`src/rtl/pl0ts_pkg.sv`:
```
// ----------------------------------------------------------------------------
// pl0ts_pkg
// Shared types, codes and keyword tables for the PL/0 token scanner.
// ----------------------------------------------------------------------------
package pl0ts_pkg;

    // Payload widths
    localparam int CHAR_W  = 8;
    localparam int KIND_W  = 5;
    localparam int LINE_W  = 16;
    localparam int START_W = 16;
    localparam int LEN_W   = 8;

    // Default width of the stream offset counter
    localparam int POSITION_WIDTH_DEF = 16;

    // Result queue depth; one character can produce two tokens
    localparam int RESULT_FIFO_DEPTH = 4;

    // Token kinds
    typedef enum logic [KIND_W-1:0] {
        TK_EOF          = 5'd0,
        TK_NUMBER       = 5'd1,
        TK_IDENT        = 5'd2,
        TK_KW_CONST     = 5'd3,
        TK_KW_VAR       = 5'd4,
        TK_KW_PROCEDURE = 5'd5,
        TK_KW_CALL      = 5'd6,
        TK_KW_BEGIN     = 5'd7,
        TK_KW_END       = 5'd8,
        TK_KW_IF        = 5'd9,
        TK_KW_THEN      = 5'd10,
        TK_KW_WHILE     = 5'd11,
        TK_KW_DO        = 5'd12,
        TK_KW_ODD       = 5'd13,
        TK_ASSIGN       = 5'd14,
        TK_SYMBOL       = 5'd15,
        TK_BAD_CHAR     = 5'd16,
        TK_OPEN_COMMENT = 5'd17
    } token_kind_t;

    // Scanner modes
    typedef enum logic [2:0] {
        MODE_IDLE,
        MODE_NUMBER,
        MODE_IDENT,
        MODE_COLON,
        MODE_COMMENT
    } scan_mode_t;

    // Special characters
    localparam logic [CHAR_W-1:0] CH_NUL        = 8'h00;
    localparam logic [CHAR_W-1:0] CH_TAB        = 8'h09;
    localparam logic [CHAR_W-1:0] CH_LF         = 8'h0A;
    localparam logic [CHAR_W-1:0] CH_CR         = 8'h0D;
    localparam logic [CHAR_W-1:0] CH_SPACE      = 8'h20;
    localparam logic [CHAR_W-1:0] CH_LBRACE     = 8'h7B;
    localparam logic [CHAR_W-1:0] CH_RBRACE     = 8'h7D;
    localparam logic [CHAR_W-1:0] CH_COLON      = 8'h3A;
    localparam logic [CHAR_W-1:0] CH_EQUAL      = 8'h3D;
    localparam logic [CHAR_W-1:0] CH_UNDERSCORE = 8'h5F;

    // Keyword table, right-justified strings
    localparam int KW_COUNT   = 11;
    localparam int KW_MAX_LEN = 9;
    localparam logic [KW_COUNT-1:0] KW_ALL = '1;

    localparam logic [8*KW_MAX_LEN-1:0] KW_TEXT [KW_COUNT] = '{
        "const", "var", "procedure", "call", "begin", "end",
        "if", "then", "while", "do", "odd"
    };
    localparam logic [3:0] KW_LEN [KW_COUNT] = '{
        4'd5, 4'd3, 4'd9, 4'd4, 4'd5, 4'd3, 4'd2, 4'd4, 4'd5, 4'd2, 4'd3
    };

    // One result transaction
    typedef struct packed {
        logic [KIND_W-1:0]  kind;
        logic [CHAR_W-1:0]  sym;
        logic [LINE_W-1:0]  line;
        logic [START_W-1:0] start;
        logic [LEN_W-1:0]   len;
        logic               last;
    } token_t;

    // Results of one character, packed to the front
    typedef struct packed {
        logic [1:0] count;
        token_t     first;
        token_t     second;
    } scan_result_t;

    // Drop keywords that no longer match at character position pos
    function automatic logic [KW_COUNT-1:0] narrow_candidates(
        input logic [KW_COUNT-1:0] cand,
        input logic [LEN_W-1:0]    pos,
        input logic [CHAR_W-1:0]   c
    );
        logic [KW_COUNT-1:0] res;
        logic [3:0]          idx;
        res = cand;
        idx = '0;
        for (int i = 0; i < KW_COUNT; i++)
        begin
            if (pos >= LEN_W'(KW_LEN[i]))
            begin
                res[i] = 1'b0;
            end
            else
            begin
                idx = KW_LEN[i] - 4'd1 - pos[3:0];
                if (KW_TEXT[i][8*idx +: 8] != c)
                begin
                    res[i] = 1'b0;
                end
            end
        end
        return res;
    endfunction

    // Kind of a finished identifier; a surviving keyword of equal length wins
    function automatic logic [KIND_W-1:0] keyword_kind(
        input logic [KW_COUNT-1:0] cand,
        input logic [LEN_W-1:0]    len
    );
        logic [KIND_W-1:0] kind;
        kind = TK_IDENT;
        for (int i = 0; i < KW_COUNT; i++)
        begin
            if (cand[i] && len == LEN_W'(KW_LEN[i]))
            begin
                kind = TK_KW_CONST + KIND_W'(i);
            end
        end
        return kind;
    endfunction

endpackage

```
`src/rtl/pl0ts_ifs.sv`:
```
// ----------------------------------------------------------------------------
// pl0ts_ifs
// Valid/ready channel interfaces: characters in, tokens out, configuration.
// ----------------------------------------------------------------------------
interface pl0ts_char_if;
    logic       valid;
    logic       ready;
    logic [7:0] char_byte;

    modport source (output valid, output char_byte, input ready);
    modport sink   (input valid, input char_byte, output ready);
endinterface

interface pl0ts_token_if;
    logic        valid;
    logic        ready;
    logic [4:0]  token_kind;
    logic [7:0]  symbol_char;
    logic [15:0] token_line;
    logic [15:0] token_start;
    logic [7:0]  token_length;
    logic        last_of_run;

    modport source (output valid, output token_kind, output symbol_char,
                    output token_line, output token_start, output token_length,
                    output last_of_run, input ready);
    modport sink   (input valid, input token_kind, input symbol_char,
                    input token_line, input token_start, input token_length,
                    input last_of_run, output ready);
endinterface

interface pl0ts_cfg_if;
    logic        valid;
    logic        ready;
    logic [15:0] first_line;

    modport source (output valid, output first_line, input ready);
    modport sink   (input valid, input first_line, output ready);
endinterface

```
`src/rtl/pl0ts_in_stage.sv`:
```
// ----------------------------------------------------------------------------
// pl0ts_in_stage
// Input register for the character stream.
// ----------------------------------------------------------------------------
module pl0ts_in_stage (
    input  logic                    clk,
    input  logic                    rst_n,
    pl0ts_char_if.sink              chars,
    input  logic                    take,
    output logic                    item_valid,
    output logic [pl0ts_pkg::CHAR_W-1:0] item_char
);
    import pl0ts_pkg::*;

    logic              valid_reg;
    logic              valid_next;
    logic [CHAR_W-1:0] char_reg;
    logic              load;

    // Accept when empty or when the held character moves on this cycle
    assign chars.ready = !valid_reg || take;
    assign load        = chars.valid && chars.ready;

    always_comb
    begin
        valid_next = valid_reg;
        if (load)
        begin
            valid_next = 1'b1;
        end
        else if (take)
        begin
            valid_next = 1'b0;
        end
    end

    always_ff @(posedge clk or negedge rst_n)
    begin
        if (!rst_n)
        begin
            valid_reg <= 1'b0;
        end
        else
        begin
            valid_reg <= valid_next;
        end
    end

    // Payload register, no reset
    always_ff @(posedge clk)
    begin
        if (load)
        begin
            char_reg <= chars.char_byte;
        end
    end

    assign item_valid = valid_reg;
    assign item_char  = char_reg;

endmodule

```
`src/rtl/pl0ts_scan_core.sv`:
```
// ----------------------------------------------------------------------------
// pl0ts_scan_core
// Scanner state and per-character token logic; up to two tokens per char.
// ----------------------------------------------------------------------------
module pl0ts_scan_core #(
    parameter int POSITION_WIDTH = pl0ts_pkg::POSITION_WIDTH_DEF
) (
    input  logic                          clk,
    input  logic                          rst_n,
    input  logic                          fire,
    input  logic [pl0ts_pkg::CHAR_W-1:0]  c,
    input  logic                          cfg_write,
    input  logic [pl0ts_pkg::LINE_W-1:0]  cfg_first_line,
    output pl0ts_pkg::scan_result_t       result
);
    import pl0ts_pkg::*;

    scan_mode_t            mode_reg,  mode_next;
    logic [KW_COUNT-1:0]   cand_reg,  cand_next;
    logic [LEN_W-1:0]      len_reg,   len_next;
    logic [POSITION_WIDTH-1:0] start_reg, start_next;
    logic [LINE_W-1:0]     line_reg,  line_next;
    logic [POSITION_WIDTH-1:0] pos_reg,   pos_next;
    logic [LINE_W-1:0]     first_line_reg;

    logic is_digit, is_alpha, is_blank, is_symbol;
    logic pass_on, restarted;
    logic a_vld, b_vld;
    token_t tok_a, tok_b;
    logic [LEN_W-1:0]  len_inc;
    logic [LINE_W-1:0] line_inc;
    logic [START_W-1:0] start16, pos16;

    function automatic token_t make_token(
        input logic [KIND_W-1:0]  kind,
        input logic [CHAR_W-1:0]  sym,
        input logic [LINE_W-1:0]  line,
        input logic [START_W-1:0] start,
        input logic [LEN_W-1:0]   len
    );
        token_t t;
        t.kind  = kind;
        t.sym   = sym;
        t.line  = line;
        t.start = start;
        t.len   = len;
        t.last  = 1'b0;
        return t;
    endfunction

    // Character classes
    assign is_digit  = (c >= "0") && (c <= "9");
    assign is_alpha  = ((c >= "a") && (c <= "z")) || ((c >= "A") && (c <= "Z")) ||
                       (c == CH_UNDERSCORE);
    assign is_blank  = (c == CH_SPACE) || (c == CH_TAB) || (c == CH_CR);
    assign is_symbol = (c == ".") || (c == "=") || (c == ",") || (c == ";") ||
                       (c == "#") || (c == "<") || (c == ">") || (c == "+") ||
                       (c == "-") || (c == "*") || (c == "/") || (c == "(") ||
                       (c == ")");

    // Saturating counters and 16-bit views of offsets
    assign len_inc  = (len_reg == '1) ? len_reg : len_reg + 1'b1;
    assign line_inc = (line_reg == '1) ? line_reg : line_reg + 1'b1;
    assign start16  = START_W'(start_reg);
    assign pos16    = START_W'(pos_reg);

    // Next state and tokens for the held character
    always_comb
    begin
        mode_next  = mode_reg;
        cand_next  = cand_reg;
        len_next   = len_reg;
        start_next = start_reg;
        line_next  = line_reg;
        pass_on    = 1'b0;
        restarted  = 1'b0;
        a_vld      = 1'b0;
        b_vld      = 1'b0;
        tok_a      = make_token(TK_EOF, CH_NUL, line_reg, start16, len_reg);
        tok_b      = make_token(TK_EOF, CH_NUL, line_reg, pos16, '0);

        // Finish or extend the pending token
        case (mode_reg)
            MODE_COMMENT:
            begin
                if (c == CH_NUL)
                begin
                    a_vld     = 1'b1;
                    tok_a     = make_token(TK_OPEN_COMMENT, CH_LBRACE, line_reg,
                                           start16, len_reg);
                    b_vld     = 1'b1;
                    restarted = 1'b1;
                end
                else
                begin
                    len_next = len_inc;
                    if (c == CH_LF)
                    begin
                        line_next = line_inc;
                    end
                    if (c == CH_RBRACE)
                    begin
                        mode_next = MODE_IDLE;
                    end
                end
            end
            MODE_NUMBER:
            begin
                if (is_digit)
                begin
                    len_next = len_inc;
                end
                else
                begin
                    a_vld   = 1'b1;
                    tok_a   = make_token(TK_NUMBER, CH_NUL, line_reg, start16, len_reg);
                    pass_on = 1'b1;
                end
            end
            MODE_IDENT:
            begin
                if (is_alpha || is_digit)
                begin
                    cand_next = narrow_candidates(cand_reg, len_reg, c);
                    len_next  = len_inc;
                end
                else
                begin
                    a_vld   = 1'b1;
                    tok_a   = make_token(keyword_kind(cand_reg, len_reg), CH_NUL,
                                         line_reg, start16, len_reg);
                    pass_on = 1'b1;
                end
            end
            MODE_COLON:
            begin
                if (c == CH_EQUAL)
                begin
                    a_vld     = 1'b1;
                    tok_a     = make_token(TK_ASSIGN, CH_NUL, line_reg, start16, 8'd2);
                    mode_next = MODE_IDLE;
                end
                else
                begin
                    a_vld   = 1'b1;
                    tok_a   = make_token(TK_BAD_CHAR, CH_COLON, line_reg, start16, 8'd1);
                    pass_on = 1'b1;
                end
            end
            default:
            begin
                pass_on = 1'b1;
            end
        endcase

        // Scan the character from the idle state
        if (pass_on)
        begin
            mode_next = MODE_IDLE;
            cand_next = KW_ALL;
            len_next  = '0;
            if (c == CH_NUL)
            begin
                b_vld     = 1'b1;
                restarted = 1'b1;
            end
            else if (c == CH_LF)
            begin
                line_next = line_inc;
            end
            else if (is_blank)
            begin
                line_next = line_reg;
            end
            else if (c == CH_LBRACE)
            begin
                mode_next  = MODE_COMMENT;
                start_next = pos_reg;
                len_next   = 8'd1;
            end
            else if (is_digit)
            begin
                mode_next  = MODE_NUMBER;
                start_next = pos_reg;
                len_next   = 8'd1;
            end
            else if (is_alpha)
            begin
                mode_next  = MODE_IDENT;
                start_next = pos_reg;
                cand_next  = narrow_candidates(KW_ALL, '0, c);
                len_next   = 8'd1;
            end
            else if (c == CH_COLON)
            begin
                mode_next  = MODE_COLON;
                start_next = pos_reg;
                len_next   = 8'd1;
            end
            else if (is_symbol)
            begin
                b_vld = 1'b1;
                tok_b = make_token(TK_SYMBOL, c, line_reg, pos16, 8'd1);
            end
            else
            begin
                b_vld = 1'b1;
                tok_b = make_token(TK_BAD_CHAR, c, line_reg, pos16, 8'd1);
            end
        end

        // End of input starts a new stream
        if (restarted)
        begin
            mode_next  = MODE_IDLE;
            cand_next  = KW_ALL;
            len_next   = '0;
            start_next = '0;
            line_next  = first_line_reg;
            pos_next   = '0;
        end
        else
        begin
            pos_next = pos_reg + 1'b1;
        end

        // Pack tokens to the front and mark the last one
        result.count  = {1'b0, a_vld} + {1'b0, b_vld};
        result.first  = a_vld ? tok_a : tok_b;
        result.second = tok_b;
        result.first.last  = !(a_vld && b_vld);
        result.second.last = 1'b1;
    end

    // State registers; configuration is to come only while idle, which the block does not enforce
    always_ff @(posedge clk or negedge rst_n)
    begin
        if (!rst_n)
        begin
            mode_reg       <= MODE_IDLE;
            cand_reg       <= KW_ALL;
            len_reg        <= '0;
            start_reg      <= '0;
            line_reg       <= '0;
            pos_reg        <= '0;
            first_line_reg <= '0;
        end
        else if (cfg_write)
        begin
            first_line_reg <= cfg_first_line;
            line_reg       <= cfg_first_line;
        end
        else if (fire)
        begin
            mode_reg  <= mode_next;
            cand_reg  <= cand_next;
            len_reg   <= len_next;
            start_reg <= start_next;
            line_reg  <= line_next;
            pos_reg   <= pos_next;
        end
    end

endmodule

```
`src/rtl/pl0ts_result_fifo.sv`:
```
// ----------------------------------------------------------------------------
// pl0ts_result_fifo
// Token queue: takes up to two tokens per cycle, gives one per transaction.
// ----------------------------------------------------------------------------
module pl0ts_result_fifo (
    input  logic                    clk,
    input  logic                    rst_n,
    input  logic                    push,
    input  pl0ts_pkg::scan_result_t result,
    output logic                    room_for_two,
    pl0ts_token_if.source           tokens
);
    import pl0ts_pkg::*;

    localparam int PTR_W = $clog2(RESULT_FIFO_DEPTH);
    localparam int CNT_W = $clog2(RESULT_FIFO_DEPTH + 1);

    token_t            mem [RESULT_FIFO_DEPTH];
    logic [PTR_W-1:0]  wr_ptr_reg, wr_ptr_next;
    logic [PTR_W-1:0]  rd_ptr_reg, rd_ptr_next;
    logic [CNT_W-1:0]  count_reg,  count_next;
    logic [1:0]        push_n;
    logic              pop;
    token_t            head;

    assign push_n       = push ? result.count : 2'd0;
    assign pop          = tokens.valid && tokens.ready;
    assign room_for_two = (count_reg <= CNT_W'(RESULT_FIFO_DEPTH - 2));

    // Pointer and fill count update
    always_comb
    begin
        wr_ptr_next = wr_ptr_reg + PTR_W'(push_n);
        rd_ptr_next = rd_ptr_reg + PTR_W'(pop);
        count_next  = count_reg + CNT_W'(push_n) - CNT_W'(pop);
    end

    always_ff @(posedge clk or negedge rst_n)
    begin
        if (!rst_n)
        begin
            wr_ptr_reg <= '0;
            rd_ptr_reg <= '0;
            count_reg  <= '0;
        end
        else
        begin
            wr_ptr_reg <= wr_ptr_next;
            rd_ptr_reg <= rd_ptr_next;
            count_reg  <= count_next;
        end
    end

    // Storage writes
    always_ff @(posedge clk)
    begin
        if (push_n != 2'd0)
        begin
            mem[wr_ptr_reg] <= result.first;
        end
        if (push_n == 2'd2)
        begin
            mem[wr_ptr_reg + 1'b1] <= result.second;
        end
    end

    // Head of queue drives the output channel
    assign head                = mem[rd_ptr_reg];
    assign tokens.valid        = (count_reg != '0);
    assign tokens.token_kind   = head.kind;
    assign tokens.symbol_char  = head.sym;
    assign tokens.token_line   = head.line;
    assign tokens.token_start  = head.start;
    assign tokens.token_length = head.len;
    assign tokens.last_of_run  = head.last;

endmodule

```
`src/rtl/pl0_token_scanner_unit.sv`:
```
// ----------------------------------------------------------------------------
// pl0_token_scanner_unit
// Streaming PL/0 lexer: one ASCII character per transaction in, tokens out.
// ----------------------------------------------------------------------------
// A character can be accepted every clock cycle while two result queue slots
// are free. Each accepted character is held in the input register, then the
// scanner logic updates its state and writes zero, one or two tokens into a
// four-entry result queue whose head drives the output.
// The output gives one token per cycle while the sink is ready, so
// throughput is one character per cycle while the tokens produced do not
// outrun one per cycle; the input stalls only when the result queue has fewer
// than two free slots. A token is emitted
// when the character that ends it arrives; a 0 character ends the stream,
// emits any pending token followed by eof, and restarts offsets and line
// count. Writing first_line also reloads the line count; write it only while
// no characters are in flight.
// ----------------------------------------------------------------------------
module pl0_token_scanner_unit #(
    parameter int POSITION_WIDTH = pl0ts_pkg::POSITION_WIDTH_DEF
) (
    input  logic          clk,
    input  logic          rst_n,
    pl0ts_char_if.sink    chars,
    pl0ts_token_if.source tokens,
    pl0ts_cfg_if.sink     cfg
);
    import pl0ts_pkg::*;

    logic              item_valid;
    logic [CHAR_W-1:0] item_char;
    logic              room_for_two;
    logic              take;
    logic              cfg_write;
    scan_result_t      result;

    // Control: move a character into the scanner when two queue slots are free
    assign take      = item_valid && room_for_two;
    assign cfg.ready = 1'b1;
    assign cfg_write = cfg.valid;

    pl0ts_in_stage u_in_stage (
        .clk        (clk),
        .rst_n      (rst_n),
        .chars      (chars),
        .take       (take),
        .item_valid (item_valid),
        .item_char  (item_char)
    );

    pl0ts_scan_core #(
        .POSITION_WIDTH (POSITION_WIDTH)
    ) u_scan_core (
        .clk            (clk),
        .rst_n          (rst_n),
        .fire           (take),
        .c              (item_char),
        .cfg_write      (cfg_write),
        .cfg_first_line (cfg.first_line),
        .result         (result)
    );

    pl0ts_result_fifo u_result_fifo (
        .clk          (clk),
        .rst_n        (rst_n),
        .push         (take),
        .result       (result),
        .room_for_two (room_for_two),
        .tokens       (tokens)
    );

endmodule

```
`src/flat_wrapper.sv`:
```
// flat-port wrapper written by rule: the top's interface ports become plain ports
module pl0_token_scanner_unit_flat import pl0ts_pkg::*;
#(
    parameter int POSITION_WIDTH = pl0ts_pkg::POSITION_WIDTH_DEF
)
  (clk, rst_n, chars_valid, chars_char_byte, chars_ready, tokens_valid, tokens_token_kind, tokens_symbol_char, tokens_token_line, tokens_token_start, tokens_token_length, tokens_last_of_run, tokens_ready, cfg_valid, cfg_first_line, cfg_ready);
  pl0ts_char_if chars_i ();
  pl0ts_token_if tokens_i ();
  pl0ts_cfg_if cfg_i ();
  input  logic clk;
  input  logic rst_n;
  input wire logic [$bits(chars_i.valid)-1:0] chars_valid;
  input wire logic [$bits(chars_i.char_byte)-1:0] chars_char_byte;
  output wire logic [$bits(chars_i.ready)-1:0] chars_ready;
  output wire logic [$bits(tokens_i.valid)-1:0] tokens_valid;
  output wire logic [$bits(tokens_i.token_kind)-1:0] tokens_token_kind;
  output wire logic [$bits(tokens_i.symbol_char)-1:0] tokens_symbol_char;
  output wire logic [$bits(tokens_i.token_line)-1:0] tokens_token_line;
  output wire logic [$bits(tokens_i.token_start)-1:0] tokens_token_start;
  output wire logic [$bits(tokens_i.token_length)-1:0] tokens_token_length;
  output wire logic [$bits(tokens_i.last_of_run)-1:0] tokens_last_of_run;
  input wire logic [$bits(tokens_i.ready)-1:0] tokens_ready;
  input wire logic [$bits(cfg_i.valid)-1:0] cfg_valid;
  input wire logic [$bits(cfg_i.first_line)-1:0] cfg_first_line;
  output wire logic [$bits(cfg_i.ready)-1:0] cfg_ready;
  assign chars_i.valid = chars_valid;
  assign chars_i.char_byte = chars_char_byte;
  assign chars_ready = chars_i.ready;
  assign tokens_valid = tokens_i.valid;
  assign tokens_token_kind = tokens_i.token_kind;
  assign tokens_symbol_char = tokens_i.symbol_char;
  assign tokens_token_line = tokens_i.token_line;
  assign tokens_token_start = tokens_i.token_start;
  assign tokens_token_length = tokens_i.token_length;
  assign tokens_last_of_run = tokens_i.last_of_run;
  assign tokens_i.ready = tokens_ready;
  assign cfg_i.valid = cfg_valid;
  assign cfg_i.first_line = cfg_first_line;
  assign cfg_ready = cfg_i.ready;
  pl0_token_scanner_unit #(.POSITION_WIDTH(POSITION_WIDTH)) u_core (.clk(clk), .rst_n(rst_n), .chars(chars_i), .tokens(tokens_i), .cfg(cfg_i));
endmodule
```
`config.mk`:
```
export PLATFORM = sky130hd
export DESIGN_NAME = pl0_token_scanner_unit_flat
export DESIGN_NICKNAME = d
export VERILOG_FILES = /design/src/rtl/pl0ts_pkg.sv /design/src/rtl/pl0ts_ifs.sv /design/src/rtl/pl0ts_in_stage.sv /design/src/rtl/pl0ts_scan_core.sv /design/src/rtl/pl0ts_result_fifo.sv /design/src/rtl/pl0_token_scanner_unit.sv /design/src/flat_wrapper.sv
export SDC_FILE = /design/constraint.sdc
export NUM_CORES = 1
export LEC_CHECK = 0
export BUFFER_PORTS_ARGS = -buffer_cell sky130_fd_sc_hd__buf_2
export CAP_MARGIN = 20
export CORE_MARGIN = 10
export CORE_UTILIZATION = 45
export DETAILED_ROUTE_END_ITERATION = 10
export PLACE_DENSITY = 0.72
export SYNTH_ARGS = -nofsm -noshare
export SYNTH_HDL_FRONTEND = slang
export SYNTH_SLANG_ARGS = --single-unit
```
`constraint.sdc`:
```
create_clock -name clk -period 5.26 [get_ports clk]
set_input_delay 1.052 -clock clk [delete_from_list [all_inputs] [get_ports clk]]
set_output_delay 1.052 -clock clk [all_outputs]
set_load 0.1 [all_outputs]
```
# [Word level (Yosys, flattened, before mapping)]
# Memory sizes are Yosys's and may differ from the RTL's.
# Cells that the tools add are included.
[op_classes] add_sub_neg=14 n_lt_le_gt_ge=12 eq_ne=63 shifts=11 muxes=140 bitwise_logic=1 reduce_logical=76
[ops] op="variable part select 72 x 8 -> 8 bit, first input constant" count=11
[ops] op="two-way mux 54 bit" count=13
[ops] op="two-way mux 16 bit" count=21
[ops] op="case mux 54 bit (4 select lines)" count=1
[ops] op="equality test 8 x 6 -> 1 bit, second input constant" count=15
[ops] op="two-way mux 11 bit" count=10
[ops] op="inequality test 8 bit" count=11
[ops] op="inequality test 7 x 8 -> 1 bit, first input constant" count=10
[ops] op="two-way mux 1 bit" count=61
[ops] op="AND reduction 5 bit" count=11
[ops] op="two-way mux 5 bit" count=10
[ops] op="two-way mux 50 bit" count=1
[ops] op="two-way mux 8 bit" count=6
[ops] op="nonzero test 4 bit" count=12
[ops] op="adder 16 x 1 -> 16 bit, second input constant" count=2
[ops] op="equality test 8 x 4 -> 1 bit, second input constant" count=4
[ops] op="two-way mux 3 bit" count=9
[ops] op="equality test 8 x 7 -> 1 bit, second input constant" count=3
[ops] op="case mux 8 bit (3 select lines)" count=1
[ops] op="inequality test 4 bit, second input constant" count=5
[ops] op="logical AND 1 bit" count=18
[ops] op="logical OR 1 bit" count=18
[ops] op="equality test 16 bit, second input constant" count=1
[ops] op="equality test 8 x 2 -> 1 bit, second input constant" count=2
[ops] op="40 further kinds" count=61
[word_totals] register_bits=102 ramBits=216 wordCells=340 memories=1
[memory_table] name="u_core.u_result_fifo.mem" depth=4 width=54 rd=1 rd_ports_with_merged_regs=0 wr=2 line="pl0ts_result_fifo.sv:18" text="token_t mem [RESULT_FIFO_DEPTH];"

# [Longest topological paths before layout]
# Gate-level depths: netlist of run 1.
[depth] word_depth=23 mapped_depth=18

# [Hierarchy]
# A second synthesis of run 1 with hierarchy kept.
[hier_totals] hier_cells=1512 hier_area_um2=18584.1
[by_module_without_submodules] mod="pl0ts_result_fifo" instances=1 cells_per_inst=567 area_each_um2=10973.0 seq_area_each_um2=6661.4
[by_module_without_submodules] mod="pl0ts_scan_core" instances=1 cells_per_inst=930 area_each_um2=7299.5 seq_area_each_um2=2165.8
[by_module_without_submodules] mod="pl0ts_in_stage" instances=1 cells_per_inst=12 area_each_um2=294.0 seq_area_each_um2=265.3
[by_module_without_submodules] mod="pl0_token_scanner_unit" instances=1 cells_per_inst=3 area_each_um2=17.5 seq_area_each_um2=0.0

# [Least setup slack after synthesis of run 1]
# OpenSTA, ideal clock, no wires.
[synth_timing] path_type="reg2reg" from="register u_core.u_in_stage.char_reg[2], in the netlist u_core.u_in_stage.item_char[2]" to="memory u_core.u_result_fifo.mem[2][10] (netlist name), enable pin" setup_time_ns=0.425 t_arrival_ns=4.751 setup_slack_ns=0.084 stages_incl_launch_ff=16 n_path_buf=5 period_less_slack_ns=5.176 path_cell_list="edfxtp_1 clkbuf_1 nand2b_1 nor3b_1 nand4_1 nand3_1 clkbuf_1 clkbuf_1 o31ai_1 ha_1 clkbuf_1 o211ai_1 nor2_1 nor2_1 inv_1 clkbuf_1"
[synth_rtl] item="start, declared" line="pl0ts_in_stage.sv:17" text="logic [CHAR_W-1:0] char_reg;"
[synth_rtl] item="start signal, assigned" line="pl0ts_in_stage.sv:54" text="char_reg <= chars.char_byte;"
[synth_rtl] item="end, declared" line="pl0ts_result_fifo.sv:18"

==> impl_metrics.prom, run 1 <==
# TYPE chip_impl_metric gauge
chip_impl_metric{name="power_switching_share",unit="%"} 48.69
chip_impl_info{name="critical_path.reg2reg.startpoint",value="u_core.u_in_stage.item_char[1]"} 1
chip_impl_metric{name="cp_slowest_stage_delay",unit="ps"} 860
chip_impl_metric{name="ys.warnings.count",unit=""} 0
chip_impl_metric{name="net_switching_component_of_the_power",unit="mW"} 5.925
chip_impl_metric{name="seq_area",unit="sq mm"} 0.008777
chip_impl_metric{name="drtPass1Iterations",unit=""} 6
chip_impl_info{name="end_kind",value="flop"} 1
chip_impl_info{name="regToRegEndpoint",value="u_core.u_result_fifo.mem[3][25]"} 1
chip_impl_info{name="run_status",value="complete, no violations"} 1
chip_impl_info{name="critical_path_class",value="flop to flop"} 1
chip_impl_metric{name="io_pins",unit=""} 86
chip_impl_info{name="worstHoldEndpoint",value="u_core.u_result_fifo.mem[1][0]"} 1
chip_impl_metric{name="clock_sinks",unit=""} 318
chip_impl_info{name="final_common_cell",value="sky130_fd_sc_hd__edfxtp_1"} 1
chip_impl_metric{name="final.min_clock_period",unit="ps"} 4606
chip_impl_metric{name="timing.reg2reg.setup_slack",unit="ps"} 650
chip_impl_info{name="library_cell_used_as_clock_root_buffer",value="sky130_fd_sc_hd__clkbuf_16"} 1
chip_impl_metric{name="power_frac_clock",unit="%"} 18.6
chip_impl_metric{name="slew_headroom",unit="%"} 32.62
chip_impl_metric{name="die_h",unit="um"} 216.6
chip_impl_metric{name="worst_pin_slew",unit="ps"} 1011
chip_impl_metric{name="grtUsageTotal",unit="%"} 20.24
chip_impl_metric{name="ctsResizeCount",unit=""} 0
chip_impl_info{name="path_category_of_the_worst_min_delay_check",value="flop to flop"} 1
chip_impl_metric{name="ant_nets",unit=""} 0
chip_impl_metric{name="gr-total-overflow",unit=""} 0
chip_impl_metric{name="synth_cells",unit=""} 1543
chip_impl_info{name="tritoncts",value="done"} 1
chip_impl_metric{name="ir_worst_vdd",unit="mV"} 0.3770
chip_impl_metric{name="comb_power_share",unit="%"} 48.9
chip_impl_metric{name="hpwl",unit="um"} 33210
chip_impl_metric{name="cts-htree-levels",unit=""} 2
chip_impl_metric{name="antenna_violations_before_repair",unit=""} 6
chip_impl_metric{name="cts.hold.buffers_added",unit=""} 0
chip_impl_metric{name="grt_max_degree",unit=""} 60
chip_impl_info{name="setup_repair_after_global_routing_missed_its_margin",value="false"} 1
chip_impl_metric{name="netlist_cell_types",unit=""} 94
chip_impl_metric{name="critPathBufInv",unit=""} 2
chip_impl_metric{name="dr_total_vias",unit=""} 13450
chip_impl_info{name="critPathSlowestCell",value="sky130_fd_sc_hd__edfxtp_1"} 1
chip_impl_metric{name="first_global_vias",unit=""} 13150
chip_impl_metric{name="postCtsSetupRepairBufs",unit=""} 0
chip_impl_metric{name="path_max_fanout",unit=""} 34
chip_impl_metric{name="synthesis.nets",unit=""} 1604
chip_impl_metric{name="synth.ff_latch_count",unit=""} 318
chip_impl_metric{name="intPower",unit="mW"} 6.245
chip_impl_metric{name="seq_power_share",unit="%"} 32.5
chip_impl_info{name="cell_breakdown_of_the_critical_path",value="o21ai_0 -> a21boi_0 -> a21boi_1 -> nor2_1 -> o31ai_1 -> ha_1 -> nand2_1 -> nor3_1 -> nor2_1 -> inv_2 -> buf_4"} 1
chip_impl_metric{name="worstSkewPairLatency",unit="ps"} 530
chip_impl_metric{name="route.detailed.wl_per_inst",unit="um"} 22.87
chip_impl_metric{name="async_reset_ff_share",unit="%"} 29.56
chip_impl_metric{name="floorplan.die.width",unit="um"} 216.6
chip_impl_metric{name="cts_max_path_bufs",unit=""} 3
chip_impl_metric{name="start_util",unit="%"} 45.84
chip_impl_metric{name="crit_required",unit="ps"} 5470
chip_impl_metric{name="layout-drive-gt1-share",unit="%"} 17.97
chip_impl_metric{name="detailed_route_wl",unit="um"} 48540
chip_impl_metric{name="p_leak",unit="nW"} 7.036
chip_impl_metric{name="final-hold-violation-count",unit=""} 0
chip_impl_metric{name="routed_via_density",unit=""} 6.337
chip_impl_metric{name="io_buffers",unit=""} 84
chip_impl_metric{name="clkTransAtPathRegs",unit="ps"} 60
chip_impl_metric{name="drv.max_cap_violation_count",unit=""} 0
chip_impl_metric{name="synth_enable_flop_cells",unit=""} 192
chip_impl_metric{name="syn_avg_cell_area",unit="sq um"} 11.27
chip_impl_metric{name="power_per_cell_area",unit="mW/mm^2"} 629.0
chip_impl_metric{name="placedCellCount",unit=""} 2056
chip_impl_info{name="hold_path.startpoint",value="u_core.u_result_fifo.mem[1][0]"} 1
chip_impl_info{name="regMostFlops",value="u_core.u_result_fifo.mem"} 1
chip_impl_metric{name="nFillCells",unit=""} 3264
chip_impl_metric{name="layoutNonFillerInstCount",unit=""} 2123
chip_impl_metric{name="slew_violations",unit=""} 0
chip_impl_info{name="timing.critical_path.max_delay_family",value="compound AO/OA/AOI/OAI gates"} 1
chip_impl_metric{name="dieArea",unit="sq mm"} 0.04690
chip_impl_metric{name="design_area",unit="sq mm"} 0.01935
chip_impl_info{name="mostFrequentLayoutCells",value="sky130_fd_sc_hd__edfxtp_1, sky130_fd_sc_hd__a22o_1, sky130_fd_sc_hd__nor2_1, sky130_fd_sc_hd__nand2_1, sky130_fd_sc_hd__buf_2"} 1
chip_impl_metric{name="total_nets_final",unit=""} 1643
chip_impl_metric{name="synth.yosys.seq_area_share",unit="%"} 50.45
chip_impl_metric{name="placed_area",unit="sq mm"} 0.01827
chip_impl_metric{name="gp_congestion",unit=""} 0.9996
chip_impl_metric{name="p_total",unit="mW"} 12.17
chip_impl_info{name="dominantRegCellSynth",value="sky130_fd_sc_hd__edfxtp_1"} 1
chip_impl_info{name="critical_path.most_common_cell",value="sky130_fd_sc_hd__nor2_1"} 1
chip_impl_metric{name="area_delta_synth_final",unit="%"} 11.27
chip_impl_metric{name="post-route-drc-count",unit=""} 0
chip_impl_metric{name="tritoncts.num_buffers",unit=""} 34
chip_impl_metric{name="setup_viol",unit=""} 0
chip_impl_metric{name="core_area",unit="sq mm"} 0.03793
chip_impl_metric{name="flip_flop_count_of_the_largest_register_all_copies_and_words_added",unit=""} 216
chip_impl_metric{name="fmax",unit="MHz"} 217.1
chip_impl_metric{name="setup_total_negative_slack",unit="ps"} 0
chip_impl_metric{name="critical_path_depth",unit=""} 11
chip_impl_metric{name="floorplan.rows",unit=""} 71
chip_impl_metric{name="cp_data_arrival_time",unit="ps"} 4810
chip_impl_metric{name="r2r_cells",unit=""} 11
chip_impl_metric{name="hold_depth",unit=""} 1
chip_impl_metric{name="first_iter_violations",unit=""} 1725
chip_impl_metric{name="finalCritPeriodShare",unit="%"} 87.56
chip_impl_metric{name="global_route_wire_length_before_repair",unit="um"} 76960
chip_impl_metric{name="multi_input_logic_area",unit="sq mm"} 0.007860
chip_impl_metric{name="post_synthesis_instance_area",unit="sq mm"} 0.01739
chip_impl_metric{name="finClkSkew",unit="ps"} 20.18
chip_impl_info{name="crit_path_start_kind",value="flop"} 1
[worst max-delay path by stage]
stage	start	to	slack, ps
floorplan	u_core.u_in_stage.item_char[2]	u_core.u_result_fifo.mem[2][10]	80
global placement	u_core.u_in_stage.item_char[1]	u_core.u_result_fifo.mem[2][45]	700
detailed placement	u_core.u_in_stage.item_char[1]	u_core.u_result_fifo.mem[2][45]	580
CTS	u_core.u_in_stage.item_char[1]	u_core.u_result_fifo.mem[2][20]	580
global route	u_core.u_in_stage.item_char[1]	u_core.u_result_fifo.mem[3][39]	260
finish	u_core.u_in_stage.item_char[1]	u_core.u_result_fifo.mem[3][25]	650
[power groups by stage]
stage | Combinational (mW) | Clock [mW] | Sequential [mW]
after floorplan | 4.92 | 0 | 3.59
after global placement | 5.85 | 0 | 3.95
after detailed placement | 5.91 | 0 | 3.98
after CTS | 5.93 | 2.29 | 3.94
after global routing | 6.30 | 2.40 | 4.03
final | 5.95 | 2.27 | 3.95
[per-stage QoR]
step | setup WS, ps | hold slack, ps | util [%]
after detailed placement | 583.0 | 449.8 | 48.17
after floorplan | 83.59 | 427.1 | -
after global routing | 256.1 | 487.1 | 51.00
after global placement | 699.9 | 441.6 | 48.17
after CTS | 575.7 | 466.2 | 50.93
final | 654.1 | 472.8 | 51.01
[routing by layer]
metal,vias to the layer above,part of all wire [%],GRT usage [%]
met5,-,0.10,0
met4,6,2.3,6.059
met3,95,8.5,3.733
met2,663,47,32.37
met1,6652,42,27.49
li1,6037,-,-
[worst register-to-register path, stage by stage (launching register included)]
cell	delay [ps]
sky130_fd_sc_hd__edfxtp_1	860
sky130_fd_sc_hd__o21ai_0	260
sky130_fd_sc_hd__a21boi_0	330
sky130_fd_sc_hd__a21boi_1	260
sky130_fd_sc_hd__nor2_1	120
sky130_fd_sc_hd__o31ai_1	340
sky130_fd_sc_hd__ha_1	260
sky130_fd_sc_hd__nand2_1	290
sky130_fd_sc_hd__nor3_1	490
sky130_fd_sc_hd__nor2_1	140
sky130_fd_sc_hd__inv_2	550
sky130_fd_sc_hd__buf_4	380
[cells by family after synthesis]
kind of cell             Yosys count  synth area share (%)
adder cells (fa/ha/maj)           32                 2.346
AO/OA/AOI/OAI                    435                 18.23
XOR/XNOR                          34                 1.712
multiplexers                      75                 8.289
AND/OR/NAND/NOR                  468                 14.59
other                              1               0.02157
buffers and inverters            180                 4.368
flip-flops                       318                 50.45
[synthesized netlist by cell type, types with 34 or more instances]
| cell type | n | area share [%] |
|---|---|---|
| sky130_fd_sc_hd__a21oi_1 | 36 | 1.0 |
| sky130_fd_sc_hd__a22o_1 | 94 | 4.7 |
| sky130_fd_sc_hd__and2_1 | 64 | 2.3 |
| sky130_fd_sc_hd__clkbuf_1 | 83 | 1.8 |
| sky130_fd_sc_hd__dfrtp_1 | 83 | 12 |
| sky130_fd_sc_hd__edfxtp_1 | 192 | 33 |
| sky130_fd_sc_hd__inv_1 | 49 | 1.1 |
| sky130_fd_sc_hd__mux4_2 | 54 | 7.0 |
| sky130_fd_sc_hd__nand2_1 | 84 | 1.8 |
| sky130_fd_sc_hd__nand3_1 | 47 | 1.4 |
| sky130_fd_sc_hd__nor2_1 | 85 | 1.8 |
| sky130_fd_sc_hd__nor3_1 | 34 | 0.98 |
| sky130_fd_sc_hd__o21ai_0 | 67 | 1.9 |
[area by class of cell]
class / instances / area share, %
sequential: 318 / 45.36
multi-input combinational: 1045 / 40.62
clock buffer: 48 / 4.934
timing repair buffer: 130 / 4.229
tap: 511 / 3.304
inverter: 53 / 1.028
clock inverter: 14 / 0.4656
antenna: 4 / 0.05173
(Power assumes the default switching activity.)
==> inputs of run 2 (changes only) <==
--- a/config.mk
+++ b/config.mk
@@ -11,6 +11,7 @@
 export CORE_UTILIZATION = 45
 export DETAILED_ROUTE_END_ITERATION = 10
 export PLACE_DENSITY = 0.72
+export RECOVER_POWER = 50
 export SYNTH_ARGS = -nofsm -noshare
 export SYNTH_HDL_FRONTEND = slang
 export SYNTH_SLANG_ARGS = --single-unit
==> run 2 against run 1 <==
Against the previous run: the flow now finishes with violations (capacitance limit, slew limit); sequential power about the same; flip-flop and latch count unchanged; worst setup slack worse by 120 ps; die area stayed put; maximum frequency decreased by 2.6%; clock power about the same; global-route usage is the same; sequential share of layout area rose by 0.29 points; first-iteration DRC count is 2.9% lower; largest cell class unchanged; largest power group unchanged.
==> impl_metrics.prom, run 2 (same netlist as run 1, synthesis figures left out) <==
# TYPE chip_impl_metric gauge
chip_impl_metric{name="cp_data_arrival_time",unit="ps"} 3680
chip_impl_metric{name="fmax",unit="MHz"} 211.5
chip_impl_metric{name="power_per_cell_area",unit="mW/mm^2"} 628.7
chip_impl_metric{name="seq_area",unit="sq mm"} 0.008773
chip_impl_metric{name="postCtsSetupRepairBufs",unit=""} 0
chip_impl_info{name="cell_breakdown_of_the_critical_path",value="buf_4 -> mux4_2 -> clkbuf_2"} 1
chip_impl_metric{name="die_h",unit="um"} 216.6
chip_impl_metric{name="start_util",unit="%"} 45.84
chip_impl_metric{name="comb_power_share",unit="%"} 48.6
chip_impl_info{name="crit_path_start_kind",value="flop"} 1
chip_impl_metric{name="cp_slowest_stage_delay",unit="ps"} 1590
chip_impl_metric{name="flip_flop_count_of_the_largest_register_all_copies_and_words_added",unit=""} 216
chip_impl_metric{name="multi_input_logic_area",unit="sq mm"} 0.007806
chip_impl_metric{name="gr-total-overflow",unit=""} 0
chip_impl_metric{name="r2r_cells",unit=""} 10
chip_impl_metric{name="nFillCells",unit=""} 3296
chip_impl_metric{name="final.min_clock_period",unit="ps"} 4729
chip_impl_metric{name="core_area",unit="sq mm"} 0.03793
chip_impl_metric{name="total_nets_final",unit=""} 1643
chip_impl_metric{name="io_buffers",unit=""} 84
chip_impl_metric{name="placedCellCount",unit=""} 2056
chip_impl_metric{name="timing.reg2reg.setup_slack",unit="ps"} 590
chip_impl_metric{name="wl_met1",unit="um"} 20700
chip_impl_metric{name="cts.hold.buffers_added",unit=""} 0
chip_impl_metric{name="first_global_vias",unit=""} 13150
chip_impl_metric{name="grt_max_degree",unit=""} 60
chip_impl_metric{name="routed_via_density",unit=""} 6.384
chip_impl_metric{name="intPower",unit="mW"} 6.169
chip_impl_metric{name="clock_sinks",unit=""} 318
chip_impl_info{name="run_status",value="finished with violations"} 1
chip_impl_metric{name="seq_power_share",unit="%"} 32.7
chip_impl_info{name="violated_checks",value="capacitance limit, slew limit"} 1
chip_impl_metric{name="ant_nets",unit=""} 0
chip_impl_info{name="end_kind",value="primary output"} 1
chip_impl_metric{name="detailroute.wirelength.met3",unit="um"} 4005
chip_impl_metric{name="setup_total_negative_slack",unit="ps"} 0
chip_impl_info{name="mostFrequentLayoutCells",value="sky130_fd_sc_hd__edfxtp_1, sky130_fd_sc_hd__a22o_1, sky130_fd_sc_hd__o21ai_0, sky130_fd_sc_hd__nor2_1, sky130_fd_sc_hd__nand2_1"} 1
chip_impl_info{name="dr.max_layer_used",value="met5"} 1
chip_impl_info{name="critical_path_class",value="flop to primary output"} 1
chip_impl_info{name="hold_path.startpoint",value="u_core.u_result_fifo.mem[2][3]"} 1
chip_impl_metric{name="clkTransAtPathRegs",unit="ps"} 60
chip_impl_metric{name="gp_congestion",unit=""} 0.9996
chip_impl_metric{name="setup_viol",unit=""} 0
chip_impl_metric{name="io_pins",unit=""} 86
chip_impl_info{name="regMostFlops",value="u_core.u_result_fifo.mem"} 1
chip_impl_metric{name="floorplan.die.width",unit="um"} 216.6
chip_impl_metric{name="slew_violations",unit=""} 151
chip_impl_metric{name="hold_ws",unit="ps"} 473.9
chip_impl_metric{name="cts_max_path_bufs",unit=""} 3
chip_impl_metric{name="dr_total_vias",unit=""} 13550
chip_impl_metric{name="drv.max_cap_violation_count",unit=""} 4
chip_impl_metric{name="layout-drive-gt1-share",unit="%"} 15.05
chip_impl_metric{name="first_iter_violations",unit=""} 1675
chip_impl_info{name="critical_path.reg2reg.startpoint",value="u_core.u_in_stage.item_char[1]"} 1
chip_impl_metric{name="finClkSkew",unit="ps"} 21.81
chip_impl_metric{name="path_max_fanout",unit=""} 28
chip_impl_metric{name="crit_required",unit="ps"} 4210
chip_impl_info{name="critPathSlowestCell",value="sky130_fd_sc_hd__dfrtp_1"} 1
chip_impl_metric{name="final-hold-violation-count",unit=""} 0
chip_impl_metric{name="post-route-drc-count",unit=""} 0
chip_impl_metric{name="drtPass1Iterations",unit=""} 5
chip_impl_metric{name="grtUsageTotal",unit="%"} 20.24
chip_impl_metric{name="dieArea",unit="sq mm"} 0.04690
chip_impl_metric{name="critical_path_depth",unit=""} 3
chip_impl_info{name="regToRegEndpoint",value="u_core.u_result_fifo.mem[2][52]"} 1
chip_impl_metric{name="worst_pin_slew",unit="ps"} 3532
chip_impl_info{name="library_cell_used_as_clock_root_buffer",value="sky130_fd_sc_hd__clkbuf_16"} 1
chip_impl_metric{name="p_leak",unit="nW"} 6.914
chip_impl_metric{name="tritoncts.num_buffers",unit=""} 34
chip_impl_metric{name="power_frac_clock",unit="%"} 18.7
chip_impl_metric{name="area_delta_synth_final",unit="%"} 10.52
chip_impl_metric{name="ir_worst_vdd",unit="mV"} 0.3571
chip_impl_metric{name="antenna_violations_before_repair",unit=""} 5
chip_impl_info{name="path_category_of_the_worst_min_delay_check",value="flop to flop"} 1
chip_impl_metric{name="detailed_route_wl",unit="um"} 48500
chip_impl_info{name="timing.critical_path.max_delay_family",value="flip-flops"} 1
chip_impl_metric{name="hpwl",unit="um"} 33210
chip_impl_metric{name="layoutNonFillerInstCount",unit=""} 2122
chip_impl_metric{name="ctsResizeCount",unit=""} 0
chip_impl_metric{name="slew_headroom",unit="%"} -135.5
chip_impl_metric{name="finalCritPeriodShare",unit="%"} 89.90
chip_impl_metric{name="p_total",unit="mW"} 12.08
chip_impl_metric{name="wl_met2",unit="um"} 22560
chip_impl_info{name="final_common_cell",value="sky130_fd_sc_hd__edfxtp_1"} 1
chip_impl_metric{name="worstSkewPairLatency",unit="ps"} 530
chip_impl_metric{name="floorplan.rows",unit=""} 71
chip_impl_metric{name="hold_depth",unit=""} 1
chip_impl_metric{name="net_switching_component_of_the_power",unit="mW"} 5.914
chip_impl_metric{name="cts-htree-levels",unit=""} 2
chip_impl_metric{name="power_switching_share",unit="%"} 48.95
chip_impl_metric{name="critPathBufInv",unit=""} 2
chip_impl_metric{name="global_route_wire_length_before_repair",unit="um"} 76960
chip_impl_info{name="setup_repair_after_global_routing_missed_its_margin",value="false"} 1
chip_impl_info{name="tritoncts",value="done"} 1
chip_impl_metric{name="route.detailed.wl_per_inst",unit="um"} 22.85
chip_impl_info{name="worstHoldEndpoint",value="u_core.u_result_fifo.mem[2][3]"} 1
==> run 2: worst max-delay path by stage <==
stage | startpoint | slack (ps) | end
global route | u_core.u_result_fifo.rd_ptr_reg[0] | 180 | tokens_token_start[0]
detailed placement | u_core.u_in_stage.item_char[1] | 580 | u_core.u_result_fifo.mem[2][45]
finish | u_core.u_result_fifo.rd_ptr_reg[0] | 530 | tokens_token_start[0]
floorplan | u_core.u_in_stage.item_char[2] | 80 | u_core.u_result_fifo.mem[2][10]
CTS | u_core.u_in_stage.item_char[1] | 580 | u_core.u_result_fifo.mem[2][20]
global placement | u_core.u_in_stage.item_char[1] | 700 | u_core.u_result_fifo.mem[2][45]
==> run 2: power groups by stage <==
stage          clock network, mW  registers [mW]  logic, mW
4_1_cts                     2.29            3.94       5.93
2_1_floorplan                  0            3.59       4.92
3_5_place_dp                   0            3.98       5.91
6_report                    2.27            3.95       5.87
3_3_place_gp                   0            3.95       5.85
5_1_grt                     2.40            4.03       6.22
==> run 2: per-stage QoR <==
stage	util, %	cell area (sq um)	setup WS (ps)
detailed placement	48.17	18270	583.0
global route	50.66	19220	181.9
finish	50.66	19220	531.2
CTS	50.93	19320	575.7
floorplan	-	17390	83.59
global placement	48.17	18270	699.9
==> run 2: cell type report <==
| type | instances | share of cell area [%] |
|---|---|---|
| Sequential cell | 318 | 45.65 |
| Multi-Input combinational cell | 1045 | 40.62 |
| Clock buffer | 48 | 4.967 |
| Timing Repair Buffer | 130 | 3.893 |
| Tap cell | 511 | 3.327 |
| Inverter | 53 | 1.035 |
| Clock inverter | 14 | 0.4688 |
| Antenna cell | 3 | 0.03906 |
==> run 2: per-layer routing <==
metal,GRT usage (%),up-vias
met1,27.49,6708
met2,32.37,698
met3,3.733,106
li1,-,6028
met4,6.059,6
met5,0,-
==> inputs of run 3 (changes only) <==
--- a/config.mk
+++ b/config.mk
@@ -10,7 +10,7 @@
 export CORE_MARGIN = 10
 export CORE_UTILIZATION = 45
 export DETAILED_ROUTE_END_ITERATION = 10
-export PLACE_DENSITY = 0.72
+export PLACE_DENSITY = 0.63
 export RECOVER_POWER = 50
 export SYNTH_ARGS = -nofsm -noshare
 export SYNTH_HDL_FRONTEND = slang
==> run 3 against run 2 <==
Against the previous run: the flow still finishes with violations (capacitance limit, slew limit); critical path depth increased by 9; utilization is 0.30 points higher; sequential power is 2% lower; non-clock buffer count rose by 4; final cell count grew 0.28%; count of clock-buffer cells in the layout is 6 higher; worst setup slack worse by 82 ps; flip-flop and latch count unchanged; routed wire length increased by 2.7%; largest power group unchanged.
==> impl_metrics.prom, run 3 (same netlist as run 1, synthesis figures left out) <==
# TYPE chip_impl_metric gauge
chip_impl_info{name="run_status",value="finished with violations"} 1
chip_impl_info{name="violated_checks",value="capacitance limit, slew limit"} 1
chip_impl_metric{name="antenna_violations_before_repair",unit=""} 2
chip_impl_info{name="critical_path_class",value="flop to flop"} 1
chip_impl_metric{name="slew_violations",unit=""} 117
chip_impl_metric{name="postCtsSetupRepairBufs",unit=""} 0
chip_impl_metric{name="gr-total-overflow",unit=""} 0
chip_impl_metric{name="final-hold-violation-count",unit=""} 0
chip_impl_metric{name="design_area",unit="sq mm"} 0.01933
chip_impl_metric{name="layoutNonFillerInstCount",unit=""} 2128
chip_impl_metric{name="placedCellCount",unit=""} 2061
chip_impl_metric{name="layout-drive-gt1-share",unit="%"} 15.22
chip_impl_metric{name="dieArea",unit="sq mm"} 0.04690
chip_impl_metric{name="routed_via_density",unit=""} 6.317
chip_impl_metric{name="ir_worst_vdd",unit="mV"} 0.3228
chip_impl_info{name="critPathSlowestCell",value="sky130_fd_sc_hd__edfxtp_1"} 1
chip_impl_metric{name="finClkSkew",unit="ps"} 17.86
chip_impl_metric{name="crit_required",unit="ps"} 5530
chip_impl_info{name="path_category_of_the_worst_min_delay_check",value="flop to flop"} 1
chip_impl_metric{name="floorplan.rows",unit=""} 71
chip_impl_metric{name="grtUsageTotal",unit="%"} 20.83
chip_impl_metric{name="core_area",unit="sq mm"} 0.03793
chip_impl_metric{name="nFillCells",unit=""} 3389
chip_impl_info{name="final_common_cell",value="sky130_fd_sc_hd__edfxtp_1"} 1
chip_impl_metric{name="flip_flop_count_of_the_largest_register_all_copies_and_words_added",unit=""} 216
chip_impl_metric{name="path_max_fanout",unit=""} 47
chip_impl_metric{name="global_route_wire_length_before_repair",unit="um"} 78520
chip_impl_metric{name="worst_pin_slew",unit="ps"} 3167
chip_impl_metric{name="clock_sinks",unit=""} 318
chip_impl_metric{name="gp_congestion",unit=""} 0.9135
chip_impl_metric{name="post-route-drc-count",unit=""} 0
chip_impl_metric{name="ant_nets",unit=""} 0
chip_impl_metric{name="cts-htree-levels",unit=""} 2
chip_impl_info{name="crit_path_start_kind",value="flop"} 1
chip_impl_metric{name="drtPass1Iterations",unit=""} 5
chip_impl_metric{name="floorplan.die.width",unit="um"} 216.6
chip_impl_metric{name="cts_max_path_bufs",unit=""} 3
chip_impl_metric{name="fmax",unit="MHz"} 207.9
chip_impl_info{name="regMostFlops",value="u_core.u_result_fifo.mem"} 1
chip_impl_metric{name="worstSkewPairLatency",unit="ps"} 520
chip_impl_metric{name="first_iter_violations",unit=""} 1260
chip_impl_metric{name="finalCritPeriodShare",unit="%"} 91.47
chip_impl_metric{name="setup_viol",unit=""} 0
chip_impl_info{name="cell_breakdown_of_the_critical_path",value="or4_1 -> a21o_1 -> a21boi_1 -> nor2_1 -> o31ai_1 -> ha_1 -> o211ai_1 -> nor2_1 -> nor2_1 -> clkinv_1 -> buf_2 -> and2_1"} 1
chip_impl_metric{name="total_nets_final",unit=""} 1649
chip_impl_metric{name="p_leak",unit="nW"} 6.981
chip_impl_metric{name="tritoncts.num_buffers",unit=""} 36
chip_impl_metric{name="cp_data_arrival_time",unit="ps"} 5080
chip_impl_info{name="setup_repair_after_global_routing_missed_its_margin",value="false"} 1
chip_impl_metric{name="detailed_route_wl",unit="um"} 49790
chip_impl_metric{name="io_pins",unit=""} 86
chip_impl_metric{name="io_buffers",unit=""} 84
chip_impl_metric{name="die_h",unit="um"} 216.6
chip_impl_info{name="critical_path.most_common_cell",value="sky130_fd_sc_hd__nor2_1"} 1
chip_impl_metric{name="critPathBufInv",unit=""} 2
chip_impl_metric{name="power_per_cell_area",unit="mW/mm^2"} 638.7
chip_impl_metric{name="grt_max_degree",unit=""} 55
chip_impl_metric{name="final.min_clock_period",unit="ps"} 4811
chip_impl_metric{name="start_util",unit="%"} 45.84
chip_impl_metric{name="route.detailed.wl_per_inst",unit="um"} 23.40
chip_impl_metric{name="hold_ws",unit="ps"} 462.4
chip_impl_metric{name="drv.max_cap_violation_count",unit=""} 3
chip_impl_metric{name="hpwl",unit="um"} 34340
chip_impl_metric{name="setup_total_negative_slack",unit="ps"} 0
chip_impl_metric{name="cp_slowest_stage_delay",unit="ps"} 670
chip_impl_info{name="mostFrequentLayoutCells",value="sky130_fd_sc_hd__edfxtp_1, sky130_fd_sc_hd__a22o_1, sky130_fd_sc_hd__o21ai_0, sky130_fd_sc_hd__nor2_1, sky130_fd_sc_hd__nand2_1"} 1
chip_impl_metric{name="slew_headroom",unit="%"} -111.1
chip_impl_info{name="timing.critical_path.max_delay_family",value="simple AND/OR/NAND/NOR gates"} 1
chip_impl_info{name="library_cell_used_as_clock_root_buffer",value="sky130_fd_sc_hd__clkbuf_16"} 1
chip_impl_metric{name="p_total",unit="mW"} 12.35
chip_impl_metric{name="clkTransAtPathRegs",unit="ps"} 60
chip_impl_info{name="end_kind",value="flop"} 1
chip_impl_metric{name="dr_total_vias",unit=""} 13440
chip_impl_metric{name="area_delta_synth_final",unit="%"} 11.18
chip_impl_metric{name="placed_area",unit="sq mm"} 0.01830
chip_impl_metric{name="first_global_vias",unit=""} 13260
chip_impl_info{name="tritoncts",value="done"} 1
## run 3: changes by cell type in the layout (fill, tap and decap cells not counted), moves of 2 or more
cell and delta:
sky130_fd_sc_hd__clkbuf_2 +7, sky130_fd_sc_hd__clkbuf_1 +5, sky130_fd_sc_hd__buf_12 -3, sky130_fd_sc_hd__bufinv_16 +3, sky130_fd_sc_hd__clkbuf_16 +3, sky130_fd_sc_hd__diode_2 -2
sky130_fd_sc_hd__inv_6 -2, sky130_fd_sc_hd__o21ai_0 -2, sky130_fd_sc_hd__o21ai_1 +2
## run 3: path summary, 6_finish.rpt
path / from / endpoint / cells after the start / slack (ps)
max in group asynchronous: rst_n / u_core.u_scan_core.pos16[11] / 2 / 1310
min in group asynchronous: rst_n / u_core.u_scan_core.line_reg[11] / 1 / 1580
min reg2reg: u_core.u_result_fifo.mem[3][0] / u_core.u_result_fifo.mem[3][0] / 1 / 460
max: u_core.u_in_stage.item_char[3] / u_core.u_result_fifo.mem[1][37] / 12 / 450
min: u_core.u_result_fifo.mem[3][0] / u_core.u_result_fifo.mem[3][0] / 1 / 460
max reg2reg: u_core.u_in_stage.item_char[3] / u_core.u_result_fifo.mem[1][37] / 12 / 450
## run 3: through the flow
step                      setup WS [ps]  utilization, %
after floorplan                   83.59               -
after global placement            496.2           48.19
after detailed placement          340.3           48.24
after CTS                         313.1           51.37
after global routing              168.2           50.97
final                             448.9           50.97
## run 3: final cells by class
type                    instances  area [sq um]  share of cell area, %
repair buffers                134         721.9                  3.734
inverters                      53         198.9                  1.029
clock inverters                12         145.1                 0.7507
multi-input cells            1045          7811                  40.40
flip-flops and latches        318          8773                  45.38
clock buffers                  54          1041                  5.384
diodes                          1         2.502                0.01294
well taps                     511         639.4                  3.307
## run 3: power breakdown
part	total, mW	switching (mW)	internal [mW]
registers	3.88	0.553	3.32
logic	5.97	4.40	1.56
clock network	2.51	0.985	1.52
## run 3: timing repair
item / CTS / global route
gates resized for setup: 0 / 1
hold buffers: 0 / 0
endpoints found under the setup margin: 0 / 36
## run 3: per-layer routing
layer	GRT usage, %	vias up	part of all wire [%]
met1	28.50	6709	43
met3	4.373	102	8.6
met5	0	-	0.026
li1	-	6053	-
met2	32.84	576	46
met4	5.780	2	2.4
